[src/assert_macros.svh]
// assertion macros for the rtl files
// no dependencies; define ASSERT_OFF to drop all checks
`ifndef ASSERT_MACROS_SVH
`define ASSERT_MACROS_SVH

`ifndef ASSERT_OFF

// condition must hold at every edge outside reset
`define ASSERT_ALWAYS(lbl, clk, rst_n, cond) \
  lbl: assert property (@(posedge clk) disable iff (!rst_n) (cond)) \
    else $error("invariant check failed");

// antecedent implies consequent in the same cycle
`define ASSERT_IMP(lbl, clk, rst_n, ante, cons) \
  lbl: assert property (@(posedge clk) disable iff (!rst_n) (ante) |-> (cons)) \
    else $error("implication check failed");

// antecedent implies consequent in the next cycle
`define ASSERT_NEXT(lbl, clk, rst_n, ante, cons) \
  lbl: assert property (@(posedge clk) disable iff (!rst_n) (ante) |=> (cons)) \
    else $error("next-cycle check failed");

`else

`define ASSERT_ALWAYS(lbl, clk, rst_n, cond)
`define ASSERT_IMP(lbl, clk, rst_n, ante, cons)
`define ASSERT_NEXT(lbl, clk, rst_n, ante, cons)

`endif

`endif

[src/fps_pkg.sv]
// types, codes and constants of the flight phase sequencer
// used by every module of the block; no dependencies
package fps_pkg;

  typedef enum logic [2:0] {
    PH_UNARMED   = 3'd0,
    PH_PRELAUNCH = 3'd1,
    PH_ASCENT    = 3'd2,
    PH_DESCENT   = 3'd3,
    PH_ACTIVE    = 3'd4,
    PH_LANDED    = 3'd5
  } phase_t;

  typedef enum logic [1:0] {
    KIND_TICK      = 2'd0,
    KIND_FORCE     = 2'd1,
    KIND_PID_START = 2'd2,
    KIND_PID_STOP  = 2'd3
  } kind_t;

  typedef enum logic [2:0] {
    CFG_LAUNCH_ALT     = 3'd0,
    CFG_LAUNCH_SPD     = 3'd1,
    CFG_LAUNCH_ALT_LOW = 3'd2,
    CFG_LAUNCH_SPD_LOW = 3'd3,
    CFG_APOGEE_DROP    = 3'd4,
    CFG_DEPLOY_ALT     = 3'd5,
    CFG_LANDED_ALT     = 3'd6,
    CFG_LANDED_SPD     = 3'd7
  } cfg_idx_t;

  localparam int CFG_IDX_W  = 3;
  localparam int CFG_DATA_W = 16;
  localparam int IN_DATA_W  = 80;
  localparam int IN_USER_W  = 2;
  localparam int OUT_DATA_W = 16;

  localparam logic [31:0] PID_DELAY_MS = 32'd500;

  typedef struct packed {
    logic [15:0] launch_alt;
    logic [14:0] launch_spd;
    logic [15:0] launch_alt_low;
    logic [14:0] launch_spd_low;
    logic [15:0] apogee_drop;
    logic [15:0] deploy_alt;
    logic [15:0] landed_alt;
    logic [14:0] landed_spd;
  } cfg_t;

  localparam cfg_t CFG_RESET = '{
    launch_alt:     16'd500,
    launch_spd:     15'd200,
    launch_alt_low: 16'd200,
    launch_spd_low: 15'd100,
    apogee_drop:    16'd200,
    deploy_alt:     16'd4600,
    landed_alt:     16'd200,
    landed_spd:     15'd40
  };

  typedef struct packed {
    kind_t       kind;
    logic [31:0] now_ms;
    logic [23:0] altitude;
    logic [15:0] climb_rate;
    logic [2:0]  target_phase;
  } item_t;

  typedef struct packed {
    phase_t      phase;
    logic [31:0] entry_time;
    logic [23:0] peak_alt;
    logic        pid_en;
    logic [31:0] pid_start;
    logic        pid_first;
    logic        slow_rate;
  } state_t;

  localparam state_t STATE_RESET = '{
    phase:      PH_UNARMED,
    entry_time: 32'd0,
    peak_alt:   24'd0,
    pid_en:     1'b0,
    pid_start:  32'd0,
    pid_first:  1'b0,
    slow_rate:  1'b0
  };

  typedef struct packed {
    logic   bad_phase;
    logic   phase_entered;
    logic   slow_telemetry;
    logic   release_pulse;
    logic   buzzer_on;
    logic   camera_on;
    logic   clear_integral;
    logic   pid_drive;
    phase_t phase;
  } result_t;

  // minimum time in a phase before a threshold may move it on
  function automatic logic [16:0] min_dwell(input phase_t p);
    logic [16:0] d;
    case (p)
      PH_UNARMED:   d = 17'd1000;
      PH_PRELAUNCH: d = 17'd1000;
      PH_ASCENT:    d = 17'd2000;
      PH_DESCENT:   d = 17'd2000;
      PH_ACTIVE:    d = 17'd90000;
      PH_LANDED:    d = 17'd1000;
      default:      d = 17'd1000;
    endcase
    return d;
  endfunction

endpackage

[src/fps_cfg.sv]
// configuration register file of the flight phase sequencer
// depends on fps_pkg
module fps_cfg (
  input  logic                              clk,
  input  logic                              rst_n,
  input  logic                              cfg_we,
  input  logic [fps_pkg::CFG_IDX_W-1:0]     cfg_index,
  input  logic [fps_pkg::CFG_DATA_W-1:0]    cfg_data,
  output fps_pkg::cfg_t                     cfg_o
);

  fps_pkg::cfg_t cfg_r;
  fps_pkg::cfg_t cfg_nxt;

  always_comb begin
    cfg_nxt = cfg_r;
    if (cfg_we) begin
      case (fps_pkg::cfg_idx_t'(cfg_index))
        fps_pkg::CFG_LAUNCH_ALT:     cfg_nxt.launch_alt     = cfg_data;
        fps_pkg::CFG_LAUNCH_SPD:     cfg_nxt.launch_spd     = cfg_data[14:0];
        fps_pkg::CFG_LAUNCH_ALT_LOW: cfg_nxt.launch_alt_low = cfg_data;
        fps_pkg::CFG_LAUNCH_SPD_LOW: cfg_nxt.launch_spd_low = cfg_data[14:0];
        fps_pkg::CFG_APOGEE_DROP:    cfg_nxt.apogee_drop    = cfg_data;
        fps_pkg::CFG_DEPLOY_ALT:     cfg_nxt.deploy_alt     = cfg_data;
        fps_pkg::CFG_LANDED_ALT:     cfg_nxt.landed_alt     = cfg_data;
        fps_pkg::CFG_LANDED_SPD:     cfg_nxt.landed_spd     = cfg_data[14:0];
        default:                     cfg_nxt = cfg_r;
      endcase
    end
  end

  always_ff @(posedge clk) begin
    if (!rst_n) begin
      cfg_r <= fps_pkg::CFG_RESET;
    end else begin
      cfg_r <= cfg_nxt;
    end
  end

  assign cfg_o = cfg_r;

endmodule

[src/fps_seq.sv]
// phase state register and the single-pass next-state and result logic
// depends on fps_pkg
module fps_seq (
  input  logic               clk,
  input  logic               rst_n,
  input  logic               advance,
  input  fps_pkg::item_t     item,
  input  fps_pkg::cfg_t      cfg,
  output fps_pkg::result_t   res
);

  fps_pkg::state_t st_r;
  fps_pkg::state_t st_nxt;

  logic [31:0]        elapsed;
  logic [31:0]        pid_elapsed;
  logic               dwell_ok;
  logic signed [24:0] alt_x;
  logic signed [16:0] vel_x;
  logic signed [16:0] vel_abs;
  logic [23:0]        peak_upd;
  logic signed [25:0] drop_lim;
  logic signed [25:0] alt26;
  logic               go;
  logic               enter;
  fps_pkg::phase_t    enter_ph;

  assign elapsed     = item.now_ms - st_r.entry_time;
  assign pid_elapsed = item.now_ms - st_r.pid_start;
  assign dwell_ok    = elapsed > {15'd0, fps_pkg::min_dwell(st_r.phase)};
  assign alt_x       = $signed({item.altitude[23], item.altitude});
  assign vel_x       = $signed({item.climb_rate[15], item.climb_rate});
  assign vel_abs     = vel_x[16] ? -vel_x : vel_x;
  assign peak_upd    = ($signed(item.altitude) > $signed(st_r.peak_alt)) ?
                       item.altitude : st_r.peak_alt;
  assign alt26       = $signed({{2{item.altitude[23]}}, item.altitude});
  assign drop_lim    = $signed({{2{peak_upd[23]}}, peak_upd})
                       - $signed({10'd0, cfg.apogee_drop});

  always_comb begin
    st_nxt   = st_r;
    res      = '0;
    res.phase = st_r.phase;
    go       = 1'b0;
    enter    = 1'b0;
    enter_ph = st_r.phase;

    case (item.kind)
      fps_pkg::KIND_TICK: begin
        // pid gate is evaluated before the phase tests
        if (st_r.pid_en && (pid_elapsed > fps_pkg::PID_DELAY_MS)) begin
          res.pid_drive = 1'b1;
          if (st_r.pid_first) begin
            res.clear_integral = 1'b1;
            st_nxt.pid_first   = 1'b0;
          end
        end
        case (st_r.phase)
          fps_pkg::PH_PRELAUNCH: begin
            go = (alt_x > $signed({9'd0, cfg.launch_alt}))
              || (vel_x > $signed({2'd0, cfg.launch_spd}))
              || ((alt_x > $signed({9'd0, cfg.launch_alt_low}))
                  && (vel_x > $signed({2'd0, cfg.launch_spd_low})));
          end
          fps_pkg::PH_ASCENT: begin
            st_nxt.peak_alt = peak_upd;
            go = alt26 < drop_lim;
          end
          fps_pkg::PH_DESCENT: begin
            go = alt_x < $signed({9'd0, cfg.deploy_alt});
          end
          fps_pkg::PH_ACTIVE: begin
            go = (alt_x < $signed({9'd0, cfg.landed_alt}))
              || (vel_abs < $signed({2'd0, cfg.landed_spd}));
          end
          default: go = 1'b0;
        endcase
        if (go && dwell_ok) begin
          enter    = 1'b1;
          enter_ph = fps_pkg::phase_t'(3'(st_r.phase) + 3'd1);
        end
      end
      fps_pkg::KIND_FORCE: begin
        if (item.target_phase <= 3'(fps_pkg::PH_LANDED)) begin
          enter    = 1'b1;
          enter_ph = fps_pkg::phase_t'(item.target_phase);
        end else begin
          res.bad_phase = 1'b1;
        end
      end
      fps_pkg::KIND_PID_START: begin
        res.clear_integral = 1'b1;
        st_nxt.pid_en      = 1'b1;
        st_nxt.pid_start   = item.now_ms;
        st_nxt.pid_first   = 1'b1;
      end
      fps_pkg::KIND_PID_STOP: begin
        res.clear_integral = 1'b1;
        st_nxt.pid_en      = 1'b0;
      end
      default: go = 1'b0;
    endcase

    // entry effects, applied after the pid gate
    if (enter) begin
      st_nxt.pid_en    = 1'b0;
      st_nxt.slow_rate = 1'b0;
      if (enter_ph == fps_pkg::PH_UNARMED || enter_ph == fps_pkg::PH_PRELAUNCH) begin
        st_nxt.peak_alt = '0;
      end
      if (enter_ph == fps_pkg::PH_ACTIVE) begin
        st_nxt.pid_en     = 1'b1;
        st_nxt.pid_start  = item.now_ms;
        st_nxt.pid_first  = 1'b1;
        res.release_pulse = 1'b1;
      end
      if (enter_ph == fps_pkg::PH_LANDED) begin
        st_nxt.slow_rate = 1'b1;
      end
      st_nxt.phase      = enter_ph;
      st_nxt.entry_time = item.now_ms;
      res.phase_entered = 1'b1;
    end

    res.phase          = st_nxt.phase;
    res.camera_on      = (st_nxt.phase == fps_pkg::PH_ASCENT)
                      || (st_nxt.phase == fps_pkg::PH_DESCENT)
                      || (st_nxt.phase == fps_pkg::PH_ACTIVE);
    res.buzzer_on      = st_nxt.phase == fps_pkg::PH_LANDED;
    res.slow_telemetry = st_nxt.slow_rate;
  end

  always_ff @(posedge clk) begin
    if (!rst_n) begin
      st_r <= fps_pkg::STATE_RESET;
    end else if (advance) begin
      st_r <= st_nxt;
    end
  end

endmodule

[src/flight_phase_sequencer_top.sv]
// Flight phase sequencer: takes one item per clock cycle when the result side
// keeps up. An accepted item is held in the input register, is processed
// in a single pass against the phase state and lands in the result register, so
// its result is offered after both registers. The update loop of the phase
// state register sets the rate of one item per cycle; while the result register
// is full and not taken, one more item is held in the input register before
// in_tready drops. Configuration writes are registered in fps_cfg before use.
// depends on fps_pkg, fps_cfg, fps_seq and assert_macros.svh
`include "assert_macros.svh"

module flight_phase_sequencer_top (
  input  logic                              clk,
  input  logic                              rst_n,
  // configuration write port
  input  logic                              cfg_we,
  input  logic [fps_pkg::CFG_IDX_W-1:0]     cfg_index,
  input  logic [fps_pkg::CFG_DATA_W-1:0]    cfg_data,
  // input items
  input  logic                              in_tvalid,
  output logic                              in_tready,
  // now_ms[31:0], altitude[55:32], climb_rate[71:56], target_phase[74:72], zero pad
  input  logic [fps_pkg::IN_DATA_W-1:0]     in_tdata,
  // kind[1:0]
  input  logic [fps_pkg::IN_USER_W-1:0]     in_tuser,
  // result items
  output logic                              out_tvalid,
  input  logic                              out_tready,
  // phase[2:0], pid_drive[3], clear_integral[4], camera_on[5], buzzer_on[6],
  // release_pulse[7], slow_telemetry[8], phase_entered[9], bad_phase[10], zero pad
  output logic [fps_pkg::OUT_DATA_W-1:0]    out_tdata
);

  logic               in_valid_r;
  fps_pkg::item_t     in_item_r;
  logic               out_valid_r;
  fps_pkg::result_t   out_res_r;
  logic               advance;
  logic               in_load;
  fps_pkg::cfg_t      cfg;
  fps_pkg::result_t   res;

  assign advance   = in_valid_r && (!out_valid_r || out_tready);
  assign in_tready = !in_valid_r || advance;
  assign in_load   = in_tvalid && in_tready;

  fps_cfg u_cfg (
    .clk       (clk),
    .rst_n     (rst_n),
    .cfg_we    (cfg_we),
    .cfg_index (cfg_index),
    .cfg_data  (cfg_data),
    .cfg_o     (cfg)
  );

  fps_seq u_seq (
    .clk     (clk),
    .rst_n   (rst_n),
    .advance (advance),
    .item    (in_item_r),
    .cfg     (cfg),
    .res     (res)
  );

  always_ff @(posedge clk) begin
    if (!rst_n) begin
      in_valid_r  <= 1'b0;
      out_valid_r <= 1'b0;
    end else begin
      if (in_load) begin
        in_valid_r <= 1'b1;
      end else if (advance) begin
        in_valid_r <= 1'b0;
      end
      if (advance) begin
        out_valid_r <= 1'b1;
      end else if (out_tready) begin
        out_valid_r <= 1'b0;
      end
    end
  end

  always_ff @(posedge clk) begin
    if (in_load) begin
      in_item_r.kind         <= fps_pkg::kind_t'(in_tuser);
      in_item_r.now_ms       <= in_tdata[31:0];
      in_item_r.altitude     <= in_tdata[55:32];
      in_item_r.climb_rate   <= in_tdata[71:56];
      in_item_r.target_phase <= in_tdata[74:72];
    end
    if (advance) begin
      out_res_r <= res;
    end
  end

  assign out_tvalid = out_valid_r;
  assign out_tdata  = {5'd0, out_res_r};

  // a stalled input register only happens behind a full result register
  `ASSERT_IMP(a_stall_needs_full_out, clk, rst_n, in_valid_r && !advance, out_valid_r)
  // release pulse only comes with an entry into the active phase
  `ASSERT_IMP(a_release_on_entry, clk, rst_n, out_valid_r && out_res_r.release_pulse, out_res_r.phase_entered && out_res_r.phase == fps_pkg::PH_ACTIVE)
  // a rejected forced target never causes an entry
  `ASSERT_IMP(a_bad_no_entry, clk, rst_n, out_valid_r && out_res_r.bad_phase, !out_res_r.phase_entered)
  // a processed item always shows a result in the next cycle
  `ASSERT_NEXT(a_advance_gives_out, clk, rst_n, advance, out_valid_r)

endmodule

[config.mk]
export PLATFORM = sky130hd
export DESIGN_NAME = flight_phase_sequencer_top
export DESIGN_NICKNAME = d
export VERILOG_FILES = /design/src/fps_pkg.sv /design/src/fps_cfg.sv /design/src/fps_seq.sv /design/src/flight_phase_sequencer_top.sv
export VERILOG_INCLUDE_DIRS = /design/src /design/src/src
export SDC_FILE = /design/constraint.sdc
export NUM_CORES = 1
export LEC_CHECK = 0
export ABC_AREA = 1
export BUFFER_PORTS_ARGS = -buffer_cell sky130_fd_sc_hd__buf_2
export CAP_MARGIN = 25
export CORE_ASPECT_RATIO = 1.4
export CORE_MARGIN = 2
export CORE_UTILIZATION = 35
export CTS_CLUSTER_DIAMETER = 120
export DETAILED_ROUTE_END_ITERATION = 12
export PLACE_DENSITY_LB_ADDON = 0.1
export SETUP_SLACK_MARGIN = 0.15
export SLEW_MARGIN = 15
export SYNTH_ARGS = -nofsm -noshare
export SYNTH_HDL_FRONTEND = slang
export SYNTH_HIERARCHICAL = 1
export SYNTH_SLANG_ARGS = --single-unit
[constraint.sdc]
create_clock -name clk -period 13.25 [get_ports clk]
set_clock_uncertainty 0.2 [all_clocks]
set_input_delay 1.325 -clock clk [delete_from_list [all_inputs] [get_ports clk]]
set_output_delay 1.325 -clock clk [all_outputs]
set_load 0.01 [all_outputs]
# Word-level counts from Yosys, hierarchy flattened
# Index checks and enable logic that the tools add are counted.
# Widths: inputs -> output; s select.
[word_totals]
regBits = 309
input_bits = 106
out_inout_bits = 18
word_cells = 133
[classes]
addsub = 5
magnitude_cmp = 12
n_eq_ne = 21
n_mux = 31
n_reduce_logical = 33
[ops]
columns = ["cell", "count"]
rows = [
  ["$mux 24", 4],
  ["$mux 94", 1],
  ["$sub 32x32->32", 2],
  ["$gt 24x17->1", 2],
  ["$lt 24x17->1", 2],
  ["$mux 34", 1],
  ["$pmux 17 s2", 1],
  ["$gt 16x16->1", 2],
  ["$gt 32x17->1", 1],
  ["$gt 32x9->1 const B", 1],
  ["$mux 32", 1],
  ["$eq 3x3->1 const B", 9],
  ["$lt 24x25->1", 1],
  ["$sub 24x17->25", 1],
  ["$gt 24x24->1", 1],
  ["$reduce_and 2->1", 10],
  ["$eq 3x2->1 const B", 6],
  ["$lt 17x16->1", 1],
  ["$mux 17", 1],
  ["$neg 16->17", 1],
  ["$mux 1", 13],
  ["$eq 3x1->1 const B", 3],
  ["$logic_or 1x1->1", 8],
  ["$pmux 1 s2", 4],
  ["other kinds (15)", 25],
]

# Logic depth before layout (Yosys ltp)
# Gate-level depths: netlist of the first run.
[depth]
word_depth = 16
depth_mapped = 52
depth_no_buf = 50

# Modules after synthesis
# Netlist of the first run, hierarchy kept.
[by_module_without_submodules]
columns = ["module", "instances", "cells_per_inst", "area_each_um2", "seq_area_each_um2"]
rows = [
  ["fps_seq", 1, 2453, 14704.1, 1881.8],
  ["fps_cfg", 1, 684, 4885.9, 2502.4],
  ["flight_phase_sequencer_top", 1, 107, 2778.9, 2682.6],
]

# Worst setup path before layout of the first run
# OpenSTA, ideal clock, no wires.
[synth_timing]
path_type = "register to register"
from = "register in_item_r[22] (netlist bit)"
to = "register out_res_r (netlist bit out_tdata[5]), data pin"
setup_time_ns = 0.262
arrival_ns = 6.520
required_ns = 12.788
path_slack_ns = 6.268
stages_incl_launch_ff = 48
n_path_buf = 2
period_less_slack_ns = 6.982
cell_sequence = "edfxtp_1 -> ha_1 -> nand2_1 -> inv_1 -> a221oi_1 -> o211ai_1 -> nand3_1 -> nand3_1 -> xnor2_1 -> nand2_1 -> clkbuf_1 -> buf_1 -> a21oi_1 -> ha_1 -> inv_1 -> fa_1 -> nand3_1 -> nand2_1 -> [12 not listed] -> xor2_1 -> ha_1 -> a21oi_1 -> o21ba_2 -> a21boi_0 -> nand3_1 -> o21ai_0 -> nor2_1 -> a21oi_1 -> nand2_1 -> nand3_1 -> nand2_1 -> nor2_1 -> nor2_8 -> a21oi_1 -> inv_1 -> nand3_1 -> o21ai_0"
[synth_rtl]
columns = ["item", "line_no", "rtl"]
rows = [
  ["start: declaration", "flight_phase_sequencer_top.sv:34", "fps_pkg::item_t in_item_r;"],
  ["end signal: assignment", "flight_phase_sequencer_top.sv:91", "out_res_r <= res;"],
  ["end: declaration", "flight_phase_sequencer_top.sv:36", "fps_pkg::result_t out_res_r;"],
]

# Worst setup path in the final report of the first run
[layout_timing]
from = "register in_item_r[22] (netlist bit)"
to = "register u_seq/st_r[29] (netlist bit)"
[layout_via]
elab_chain_len = 12
word_cells_on_any_way = 22
classes_between = "1 x add/sub; 6 x order compare; 1 x eq/ne; 9 x mux; 5 x reduce/logical"
[layout_lines]
columns = ["item", "line_no", "rtl"]
rows = [
  ["$gt 24x24->1", "fps_seq.sv:34", "assign peak_upd = ($signed(item.altitude) > $signed(st_r.peak_alt)) ?"],
  ["$mux 24", "fps_seq.sv:34", ""],
  ["$sub 24x17->25", "fps_seq.sv:38", "- $signed({10'd0, cfg.apogee_drop});"],
  ["$lt 24x25->1", "fps_seq.sv:67", "go = alt26 < drop_lim;"],
  ["$pmux 1 s4 *", "fps_seq.sv:58", "case (st_r.phase)"],
  ["$mux 1 *", "fps_seq.sv:48", "case (item.kind)"],
  ["$logic_and 1x1->1 *", "fps_seq.sv:78", "if (go && dwell_ok) begin"],
  ["$mux 3", "fps_seq.sv:78", ""],
  ["$pmux 3 s2", "fps_seq.sv:48", ""],
  ["$eq 3x3->1", "fps_seq.sv:111", "if (enter_ph == fps_pkg::PH_ACTIVE) begin"],
  ["$mux 34", "fps_seq.sv:111", ""],
  ["$mux 94 *", "fps_seq.sv:105", "if (enter) begin"],
  ["end signal: assignment", "fps_seq.sv:135", "st_r <= fps_pkg::STATE_RESET;"],
  ["end signal: assignment", "fps_seq.sv:137", "st_r <= st_nxt;"],
  ["end: declaration", "fps_seq.sv:12", "fps_pkg::state_t st_r;"],
]
# Mark *: on every way between the ends. The rest lies on a longest branch, timed or not. The select of a mux whose other input is x is not followed.
# A chain may end at the register's enable or synchronous reset.

==> results of run 1 <==
## state kept, by name, summed over array words and instances (netlist names)
name and flops:
in_item_r 77, in_valid_r 1, u_seq/st_r 94, out_tvalid 1
out_tdata 11, u_cfg/cfg_o 125
## layer usage
| metal | GRT usage, % | share of wire, % | vias up |
|---|---|---|---|
| li1 | - | - | 10640 |
| met1 | 22.70 | 39 | 9605 |
| met2 | 41.36 | 53 | 399 |
| met3 | 2.189 | 3.2 | 137 |
| met4 | 9.328 | 4.4 | 0 |
| met5 | 0 | 0 | - |
## synth_stat cells, types with 6 or more instances
cell type	count	area, um^2
a21o_1	6	45.04
a21oi_1	267	1336
a31oi_1	6	37.54
buf_1	11	41.29
buf_2	33	165.2
buf_4	20	150.1
buf_6	6	67.56
clkbuf_1	42	157.7
dfxtp_1	221	4424
edfxtp_1	88	2643
ha_1	247	3090
inv_1	486	1824
nand2_1	775	2909
nand2_2	7	43.79
nand3_1	233	1166
nand3b_1	8	60.06
nand4_1	62	387.9
nor2_1	351	1318
nor2_2	11	68.82
nor2_4	8	90.09
nor3_1	25	125.1
nor4_1	6	37.54
o211ai_1	34	255.2
o21a_1	11	82.58
o21ai_0	153	765.7
o21bai_1	9	67.56
xnor2_1	28	245.2
xor2_1	45	394.1
## final cells by class
| cell class | count | area share [%] |
|---|---|---|
| Sequential cell | 309 | 28.47 |
| Clock inverter | 19 | 0.8972 |
| Tap cell | 832 | 4.194 |
| Timing Repair Buffer | 128 | 2.838 |
| Multi-Input combinational cell | 2334 | 52.04 |
| Inverter | 493 | 7.465 |
| Clock buffer | 50 | 4.098 |
## critical path: cells and delay by family, from the launching register on
kind / cells / cell delay, ns
adders and majority gates: 4 / 1.28
xor gates and xnor gates: 2 / 0.29
DFF: 1 / 0.54
and+or+nand+nor: 21 / 3.13
buffers and inverters: 5 / 0.97
AOI/OAI and AO/OA: 14 / 2.83
## logic make-up after synthesis
group                    count (synthesis)  share of synthesized area, %
AO/OA/AOI/OAI                          503                         12.19
adder cells (fa/ha/maj)                250                         14.08
XOR/XNOR                                73                         2.858
AND/OR/NAND/NOR                       1503                         28.39
flip-flops                             309                         31.59
other                                    1                       0.01676
buffers and inverters                  605                         10.87
## power by group through the flow
stage          Sequential [W]  Clock (W)  Combinational, W
3_5_place_dp          0.00108          0          0.000790
6_report              0.00106    0.00108          0.000791
3_3_place_gp          0.00108          0          0.000772
4_1_cts               0.00106    0.00112          0.000794
2_1_floorplan         0.00106          0          0.000588
5_1_grt               0.00107    0.00114          0.000906
## path summary, 6_finish.rpt
path / from / end / slack, ns / cells past startpoint
max reg2reg: in_item_r[22] / u_seq/st_r[29] / 3.87 / 46
max: in_item_r[22] / u_seq/st_r[29] / 3.87 / 46
min: u_cfg/cfg_o[39] / u_cfg/cfg_o[39] / 0.26 / 2
min reg2reg: u_cfg/cfg_o[39] / u_cfg/cfg_o[39] / 0.26 / 2
## cells in the final DEF, fill, tap and decap left out, types with 14 or more instances in the layout
| cell | count |
|---|---|
| nand2_1 | 774 |
| inv_1 | 485 |
| nor2_1 | 349 |
| a21oi_1 | 266 |
| ha_1 | 247 |
| nand3_1 | 232 |
| dfxtp_1 | 221 |
| o21ai_0 | 153 |
| buf_2 | 112 |
| edfxtp_1 | 88 |
| nand4_1 | 62 |
| xor2_1 | 45 |
| clkbuf_16 | 39 |
| o211ai_1 | 34 |
| xnor2_1 | 28 |
| nor3_1 | 25 |
| buf_4 | 14 |
## through the flow
step                power (W)  hold WS (ns)
floorplan            0.001651        0.2289
global placement     0.001853        0.2405
detailed placement   0.001871        0.2441
CTS                  0.002972        0.2592
global route         0.003114        0.2777
finish               0.002927        0.2568
==> impl_results.md, run 1 <==
- Status: complete, no violations
- Number of synthesized flops with an enable pin: 88
- Net Switching: 0.0009836 W
- Vias in the first global route: 20270
- Clk Latency, worst-skew pair: 0.56 ns
- Site Rows: 109
- # fillers: 6675
- Count of hold-fix buffers inserted at cts: 0
- Post-DP Area: 23580 um^2
- TNS Setup: 0 ns
- CTS sink count: 309
- IO Count: 124
- Fmax: 0.1066 GHz
- Fin. Hold Viols: 0
- Hold Path Class: flop to flop
- Syn Area/Cell: 6.895 um^2
- Worst rel slew slack: 31.13%
- Final worst slack: 3.872 ns
- Post-synthesis async set-or-reset flop share: 0%
- WP data arrival: 9.66 ns
- Sw Ratio: 33.60%
- Drt first pass iters: 5
- Final Instance Count excl. Fillers: 4165
- Post-DP HPWL: 52.49 mm
- Area delta synth->final: 10.97%
- Fin util: 39.31%
- Post-CTS setup buffer count: 0
- Internal power: 0.001944 W
- Clk network pwr share: 36.7%
- Crit end category: flop
- Power per cell area: 117.9 nW/um^2
- Leakage: 11.69 nW
- Detailed Route Iter0 Violations: 1178
- CP max FO: 37
- Flop pwr share: 36.2%
- Final wirelength: 70.66 mm
- Total of max-cap violations: 0
- Tightest Pin Transition: 1.033 ns
- Max H-tree Level: 2
- Cells after synthesis: 3244
- Final setup viols: 0
- Chip height: 303.1 um
- Die area: 65980 um^2
- Nets: 3660
- Initial antenna violation count: 0
- Min Tclk post-route: 9.378 ns
- Required time of the worst setup path: 13.53 ns
- Tcrit/Tclk final: 70.78%
- CP max-delay cell: inv_2
- Comb power frac: 27.0%
- Initial core utilization: 35.43%
- Placed cell count: 4096
- Setup CP Type: flop to flop
- Clock tree buffer depth: 3
- Post-Layout Inst Area: 24820 um^2
- PostCTS Resize Cnt: 0
- Synth cell types: 50
- Routability cong.: 0.9245
- Synthesized area: 22370 um^2
- Synth Flop Type: dfxtp_1
- Dpl ws: 3.886 ns
- Final antenna-violating net count: 0
- Fraction of layout cells with a size suffix above 1: 6.841%
- Core Area: 63140 um^2
- Horiz. Die Dim: 217.7 um
- Flops & latches, synth: 309
- Total track usage: 21.15%
- Max-slew violations: 0
- CTS tree: done
- Unrepaired setup endpoints after global routing: false
- Crit path launch type: flop
- Vias after detailed routing: 20780
- Total CTS buffers: 38
- Largest stage delay, worst path: 0.67 ns
- Yosys warning count: 6
- Crit-path most repeated cell: nand2_1
- N_diodes: 0
- Port-buffer cells: 113
- DR WL/cell: 16.97 um
- Vias per cell: 4.990
- Clock Pin Slew Worst Setup and Hold Paths: 0.06 ns
- First-pass GRT wire length: 108.8 mm
- Peak ir drop on the vdd network: 0.08846 mV
- Detailed-route DRC error count: 0
- Area of the multi-input gates: 12920 um^2
- Clk root buf: clkbuf_16
- Register area share after synthesis: 31.59%
- Gr ovfl total: 0
- Largest net degree at the start of global routing: 112
- Seq. cell area: 7067 um^2
(Power assumes the default switching activity.)
==> inputs of run 2 (changes only) <==
--- a/config.mk
+++ b/config.mk
@@ -6,7 +6,7 @@
 export SDC_FILE = /design/constraint.sdc
 export NUM_CORES = 1
 export LEC_CHECK = 0
-export ABC_AREA = 1
+export ABC_AREA = 0
 export BUFFER_PORTS_ARGS = -buffer_cell sky130_fd_sc_hd__buf_2
 export CAP_MARGIN = 25
 export CORE_ASPECT_RATIO = 1.4
==> constraint.sdc (replaced) <==
create_clock -name clk -period 9.7 [get_ports clk]
set_clock_uncertainty 0.2 [all_clocks]
set_input_delay 0.97 -clock clk [delete_from_list [all_inputs] [get_ports clk]]
set_output_delay 0.97 -clock clk [all_outputs]
set_load 0.01 [all_outputs]
==> impl_results.md, run 2 <==
- Synth Flop Type: dfxtp_1 (unchanged)
- Clk network pwr share: 39.4% (was 36.7%)
- Tightest Pin Transition: 1.091 ns (was 1.033 ns)
- Crit-path most repeated cell: a21o_1 (was nand2_1)
- Clk Latency, worst-skew pair: 0.56 ns (about the same)
- Area contributors post-synth: dfxtp_1 (20%), ha_1 (14%), edfxtp_1 (12%) (was dfxtp_1 (20%), ha_1 (14%), nand2_1 (13%))
- Leakage: 10.31 nW (was 11.69 nW)
- Die area: 64620 um^2 (was 65980 um^2)
- Detailed-route DRC error count: 0 (unchanged)
- IO Count: 124 (unchanged)
- Post-synthesis async set-or-reset flop share: 0% (unchanged)
- Adder-cell share of the synthesized area: 14.39% (was 14.08%)
- Dpl ws: 0.2053 ns (was 3.886 ns)
- Cells after synthesis: 2519 (was 3244)
- First-pass GRT wire length: 103.4 mm (was 108.8 mm)
- CTS sink count: 309 (unchanged)
- Routability cong.: 0.8854 (was 0.9245)
- Most common cell after layout, fill and taps aside: inv_1 (was nand2_1)
- Clk root buf: clkbuf_16 (unchanged)
- Required time of the worst setup path: 9.98 ns (was 13.53 ns)
- Detailed Route Iter0 Violations: 863 (was 1178)
- Min Tclk post-route: 8.930 ns (was 9.378 ns)
- Peak ir drop on the vdd network: 0.1156 mV (was 0.08846 mV)
- Core Area: 61890 um^2 (was 63140 um^2)
- Total CTS buffers: 38 (unchanged)
- Final setup viols: 0 (unchanged)
- Total track usage: 20.33% (was 21.15%)
- Max H-tree Level: 2 (unchanged)
- Final antenna-violating net count: 0 (unchanged)
- Initial core utilization: 35.39% (was 35.43%)
- Crit end category: flop (unchanged)
- Vias in the first global route: 18350 (was 20270)
- Max FFs per register: 125 (unchanged)
- Largest stage delay, worst path: 0.44 ns (was 0.67 ns)
- Number of synthesized flops with an enable pin: 88 (unchanged)
- Count of hold-fix buffers inserted at cts: 0 (unchanged)
- Leading area contributor after synthesis: dfxtp_1 (unchanged)
- Largest family of logic cells by synthesized area: compound AO/OA/AOI/OAI gates (was simple AND/OR/NAND/NOR gates)
- R2R setup slack: 0.77 ns (was 3.87 ns)
- Post-synthesis mux area share: 9.153% (was 0%)
- Area delta synth->final: 12.83% (was 10.97%)
- Site Rows: 108 (was 109)
- Clock Pin Slew Worst Setup and Hold Paths: 0.06 ns (about the same)
- Initial antenna violation count: 5 (was 0)
- Commonest non-fill, non-tap cells in the layout: inv_1 (253), ha_1 (247), nand2_1 (242) (was nand2_1 (774), inv_1 (485), nor2_1 (349))
- Unrepaired setup endpoints after global routing: false (unchanged)
- Final Instance Count excl. Fillers: 3449 (was 4165)
- CP max FO: 12 (was 37)
- Final worst slack: 0.7702 ns (was 3.872 ns)
- Setup CP Type: flop to flop (unchanged)
- Placed cell count: 3376 (was 4096)
- Drt first pass iters: 5 (unchanged)
- Crit path launch type: flop (unchanged)
- Worst rel slew slack: 26.26% (was 31.13%)
- Fin. Hold Viols: 0 (unchanged)
- Commonest cells in the netlist: inv_1 (253), ha_1 (247), nand2_1 (242), dfxtp_1 (221), mux2i_1 (180) (was nand2_1 (775), inv_1 (486), nor2_1 (351), a21oi_1 (267), ha_1 (247))
- Flop pwr share: 37.6% (was 36.2%)
- Synthesized area: 21900 um^2 (was 22370 um^2)
- Syn Area/Cell: 8.694 um^2 (was 6.895 um^2)
- CTS tree: done (unchanged)
- Vias per cell: 5.292 (was 4.990)
- WP data arrival: 9.21 ns (was 9.66 ns)
- Count leader, synth: inv_1 (was nand2_1)
- Gr ovfl total: 0 (unchanged)
- Fin util: 39.92% (was 39.31%)
- Status: complete, no violations (unchanged)
- CP max-delay cell: fa_1 (was inv_2)
- Internal power: 0.002632 W (was 0.001944 W)
- Vias after detailed routing: 18250 (was 20780)
- Horiz. Die Dim: 215.4 um (was 217.7 um)
- Port-buffer cells: 113 (unchanged)
- # fillers: 6381 (was 6675)
- Yosys top cell area share: 20.20% (was 19.78%)
- Nets: 2949 (was 3660)
- Largest net degree at the start of global routing: 82 (was 112)
- DR WL/cell: 19.21 um (was 16.97 um)
- Final wirelength: 66.25 mm (was 70.66 mm)
- Post-DP HPWL: 50.04 mm (was 52.49 mm)
- Total of max-cap violations: 0 (unchanged)
- Hold Path Class: flop to flop (unchanged)
- Synth cell types: 101 (was 50)
- Flops & latches, synth: 309 (unchanged)
- Clock tree buffer depth: 3 (unchanged)
- Comb power frac: 23.0% (was 27.0%)
- Post-Synth XOR/XNOR Area: 2.400% (was 2.858%)
- Sw Ratio: 31.04% (was 33.60%)
- Net Switching: 0.001185 W (was 0.0009836 W)
- Tcrit/Tclk final: 92.06% (was 70.78%)
- TNS Setup: 0 ns (unchanged)
- Synth Area in Compound Gates: 17.81% (was 12.19%)
- Fmax: 0.1120 GHz (was 0.1066 GHz)
- Fraction of layout cells with a size suffix above 1: 11.36% (was 6.841%)
- Post-synthesis simple-gate area fraction: 16.72% (was 28.39%)
- Chip height: 300.0 um (was 303.1 um)
- Power per cell area: 154.5 nW/um^2 (was 117.9 nW/um^2)
- Register area share after synthesis: 32.27% (was 31.59%)
- Yosys warning count: 6 (unchanged)
- Max-slew violations: 0 (unchanged)
- PnR Total Power: 0.003817 W (was 0.002927 W)
run 2: power by group through the flow:
stage                     Clock, W  Sequential (W)  Combinational, W
after floorplan                  0         0.00145          0.000630
after global placement           0         0.00146          0.000858
after detailed placement         0         0.00146          0.000869
after CTS                  0.00157         0.00144          0.000874
after global routing       0.00161         0.00144          0.000986
final                      0.00151         0.00143          0.000877
run 2: path summary, 6_finish.rpt:
check                        start               end  cells after the start
setup / recovery    u_seq/st_r[52]    u_seq/st_r[34]                     39
hold / removal    u_cfg/cfg_o[121]  u_cfg/cfg_o[121]                      2
setup reg to reg    u_seq/st_r[52]    u_seq/st_r[34]                     39
hold reg to reg   u_cfg/cfg_o[121]  u_cfg/cfg_o[121]                      2
run 2: repair_timing:
action / in CTS / in global routing
hold endpoints to repair: 0 / 0
endpoints found under the setup margin: 0 / 100
buffers inserted: 0 / 0
gates resized for setup: 0 / 11
run 2: metrics by stage:
stage | hold slack [ns] | area [um^2]
after floorplan | 0.2347 | 21910
after global placement | 0.2437 | 23290
after detailed placement | 0.2522 | 23290
after CTS | 0.2607 | 24590
after global routing | 0.2670 | 24710
final | 0.2577 | 24710
run 2: layer usage:
| metal | GRT usage (%) | wire length [um] |
|---|---|---|
| met5 | 0 | 13 |
| met1 | 22.15 | 26230 |
| met3 | 2.398 | 2077 |
| met2 | 39.73 | 35550 |
| met4 | 7.734 | 2388 |
run 2: area by class of cell:
cell class                      count  area [um^2]  share of cell area (%)
Antenna cell                        1        2.502                 0.01013
Clock buffer                       46         1022                   4.137
Clock inverter                     24        275.3                   1.114
Inverter                          256        965.9                   3.909
Multi-Input combinational cell   1836        13380                   54.14
Sequential cell                   309         7067                   28.60
Tap cell                          825         1032                   4.178
Timing Repair Buffer              152        967.2                   3.914
run 2: cell families (layout without fill, tap and decap cells):
kind of cell    after synthesis  in the layout
other cells                   1              6
compound gates              575            575
flops                       309            309
mux                         198            198
simple gates                748            748
buf+inv                     378            478
fa+ha+maj                   250            250
xor+xnor                     60             60
run 2: critical path, delay by kind of cell, from the launching register on:
kind / cells / cell delay, ns
AO/OA/AOI/OAI: 22 / 4.60
AND/OR/NAND/NOR: 8 / 1.48
adder cells (fa/ha/maj): 3 / 1.06
multiplexers: 2 / 0.47
buffers and inverters: 3 / 0.45
flip-flops: 1 / 0.41
XOR/XNOR: 1 / 0.14
==> inputs of run 3 (changes only) <==
==> constraint.sdc (replaced) <==
create_clock -name clk -period 9.7 [get_ports clk]
set_clock_uncertainty 0.2 [all_clocks]
set_input_delay 0.485 -clock clk [delete_from_list [all_inputs] [get_ports clk]]
set_output_delay 0.485 -clock clk [all_outputs]
set_load 0.01 [all_outputs]
==> impl_results.md, run 3 (synthesis results as in run 2) <==
- Status: complete, no violations (unchanged)
- Clk root buf: clkbuf_16 (unchanged)
- Most common cell after layout, fill and taps aside: inv_1 (unchanged)
- Post-DP HPWL: 50.83 mm (was 50.04 mm)
- Commonest non-fill, non-tap cells in the layout: inv_1 (253), ha_1 (247), nand2_1 (242) (unchanged)
- Power per cell area: 153.8 nW/um^2 (was 154.5 nW/um^2)
- Leakage: 10.73 nW (was 10.31 nW)
- CP max-delay cell: fa_1 (unchanged)
- Largest net degree at the start of global routing: 77 (was 82)
- Final wirelength: 67.65 mm (was 66.25 mm)
- Fin. Hold Viols: 0 (unchanged)
- Nets: 3041 (was 2949)
- Chip height: 300.0 um (unchanged)
- Setup CP Type: flop to flop (unchanged)
- Core Area: 61890 um^2 (unchanged)
- Detailed Route Iter0 Violations: 740 (was 863)
- Family with the most delay on the worst path: compound AO/OA/AOI/OAI gates (unchanged)
- Buf+Inv Stages, Crit Path: 2 (was 3)
- Total CTS buffers: 39 (was 38)
- Initial antenna violation count: 1 (was 5)
- Total track usage: 20.59% (was 20.33%)
- Vias per cell: 5.255 (was 5.292)
- Vias in the first global route: 18780 (was 18350)
- Tightest Pin Transition: 1.054 ns (was 1.091 ns)
- Total of max-cap violations: 0 (unchanged)
- Hold Path Class: input pin to flop (was flop to flop)
- Die area: 64620 um^2 (unchanged)
- Area delta synth->final: 17.45% (was 12.83%)
- Tcrit/Tclk final: 92.22% (was 92.06%)
- Worst rel slew slack: 28.77% (was 26.26%)
- Final antenna-violating net count: 0 (unchanged)
- Peak ir drop on the vdd network: 0.1129 mV (was 0.1156 mV)
- TNS Setup: 0 ns (unchanged)
- Site Rows: 108 (unchanged)
- Clock Pin Slew Worst Setup and Hold Paths: 0.06 ns (about the same)
- CTS sink count: 309 (unchanged)
- Required time of the worst setup path: 9.99 ns (was 9.98 ns)
- First-pass GRT wire length: 104.7 mm (was 103.4 mm)
- Detailed-route DRC error count: 0 (unchanged)
- Max-slew violations: 0 (unchanged)
- Drt first pass iters: 5 (unchanged)
- Crit path launch type: flop (unchanged)
- Horiz. Die Dim: 215.4 um (unchanged)
- CP max FO: 12 (unchanged)
- IO Count: 124 (unchanged)
- Fraction of layout cells with a size suffix above 1: 11.52% (was 11.36%)
- Max H-tree Level: 2 (unchanged)
- Crit end category: flop (unchanged)
- Gr ovfl total: 0 (unchanged)
- # fillers: 6286 (was 6381)
- DR WL/cell: 19.11 um (was 19.21 um)
- Routability cong.: 0.8369 (was 0.8854)
- Initial core utilization: 35.39% (unchanged)
- Clock tree buffer depth: 3 (unchanged)
- Largest stage delay, worst path: 0.44 ns (about the same)
- Crit-path most repeated cell: a21o_1 (unchanged)
- Final setup viols: 0 (unchanged)
- N_diodes: 0 (was 1)
- Max FFs per register: 125 (unchanged)
- CTS tree: done (unchanged)
- PnR Total Power: 0.003955 W (was 0.003817 W)
- Min Tclk post-route: 8.945 ns (was 8.930 ns)
- WP data arrival: 9.24 ns (was 9.21 ns)
- Vias after detailed routing: 18610 (was 18250)
- Unrepaired setup endpoints after global routing: false (unchanged)
- Clk Latency, worst-skew pair: 0.58 ns (was 0.56 ns)
- Port-buffer cells: 113 (unchanged)
- Fmax: 0.1118 GHz (was 0.1120 GHz)
run 3: changes by cell type in the layout (fill, tap and decap cells not counted), sizes merged, moves of 2 or more:
cell / previous run / this run
clkinvlp: 1 / 4
bufinv: 5 / 7
dlygate4sd3: 0 / 80
buf: 152 / 162
clkinv: 15 / 13
run 3: worst paths after layout:
path | start | end | slack, ns | depth (start not counted)
min | in_tdata[2] | in_item_r[45] | 0.03 | 1
max | in_item_r[36] | u_seq/st_r[34] | 0.75 | 38
max reg2reg | in_item_r[36] | u_seq/st_r[34] | 0.75 | 38
min reg2reg | u_cfg/cfg_o[75] | u_cfg/cfg_o[75] | 0.26 | 2
run 3: layout make-up:
type                    count  area, um^2  area share [%]
multi-input cells        1836       13400           52.08
flip-flops and latches    309        7068           27.48
repair buffers            243        1852           7.200
clock buffers              46        1054           4.096
well taps                 825        1032           4.013
inverters                 256       965.9           3.755
clock inverters            26       354.1           1.377
run 3: layer usage:
layer  vias up  share of wire [%]  track usage (%)
met5         -                  0                0
met4         0                4.6            9.113
met3       125                2.6            2.307
met2       335                 53            40.20
met1      8818                 39            22.04
li1       9330                  -                -
run 3: stage by stage:
step	utilization, %	worst slack (ns)	std cells	instance area, um^2	hold WS [ns]
after floorplan	-	0.9452	2523	21910	0.2347
after global placement	37.74	0.2442	3385	23360	0.2432
after detailed placement	37.74	0.03739	3385	23360	0.2514
after CTS	41.32	0.1802	3537	25570	0.001836
after global routing	41.56	0.1686	3541	25720	0.002938
final	41.56	0.7548	3541	25720	0.03212
run 3: timing repair:
action	4_1_cts	5_1_grt
setup endpoints to repair	57	100
cloned	0	1
hold buffers	80	0
endpoints found under the hold margin	81	0
pin swaps	0	5
setup buffers	0	2
gates resized for setup	1	16
run 3: where the power goes:
group          internal, W  switching (W)
combinational     0.000376       0.000533
sequential         0.00139      0.0000471
clock             0.000973       0.000638
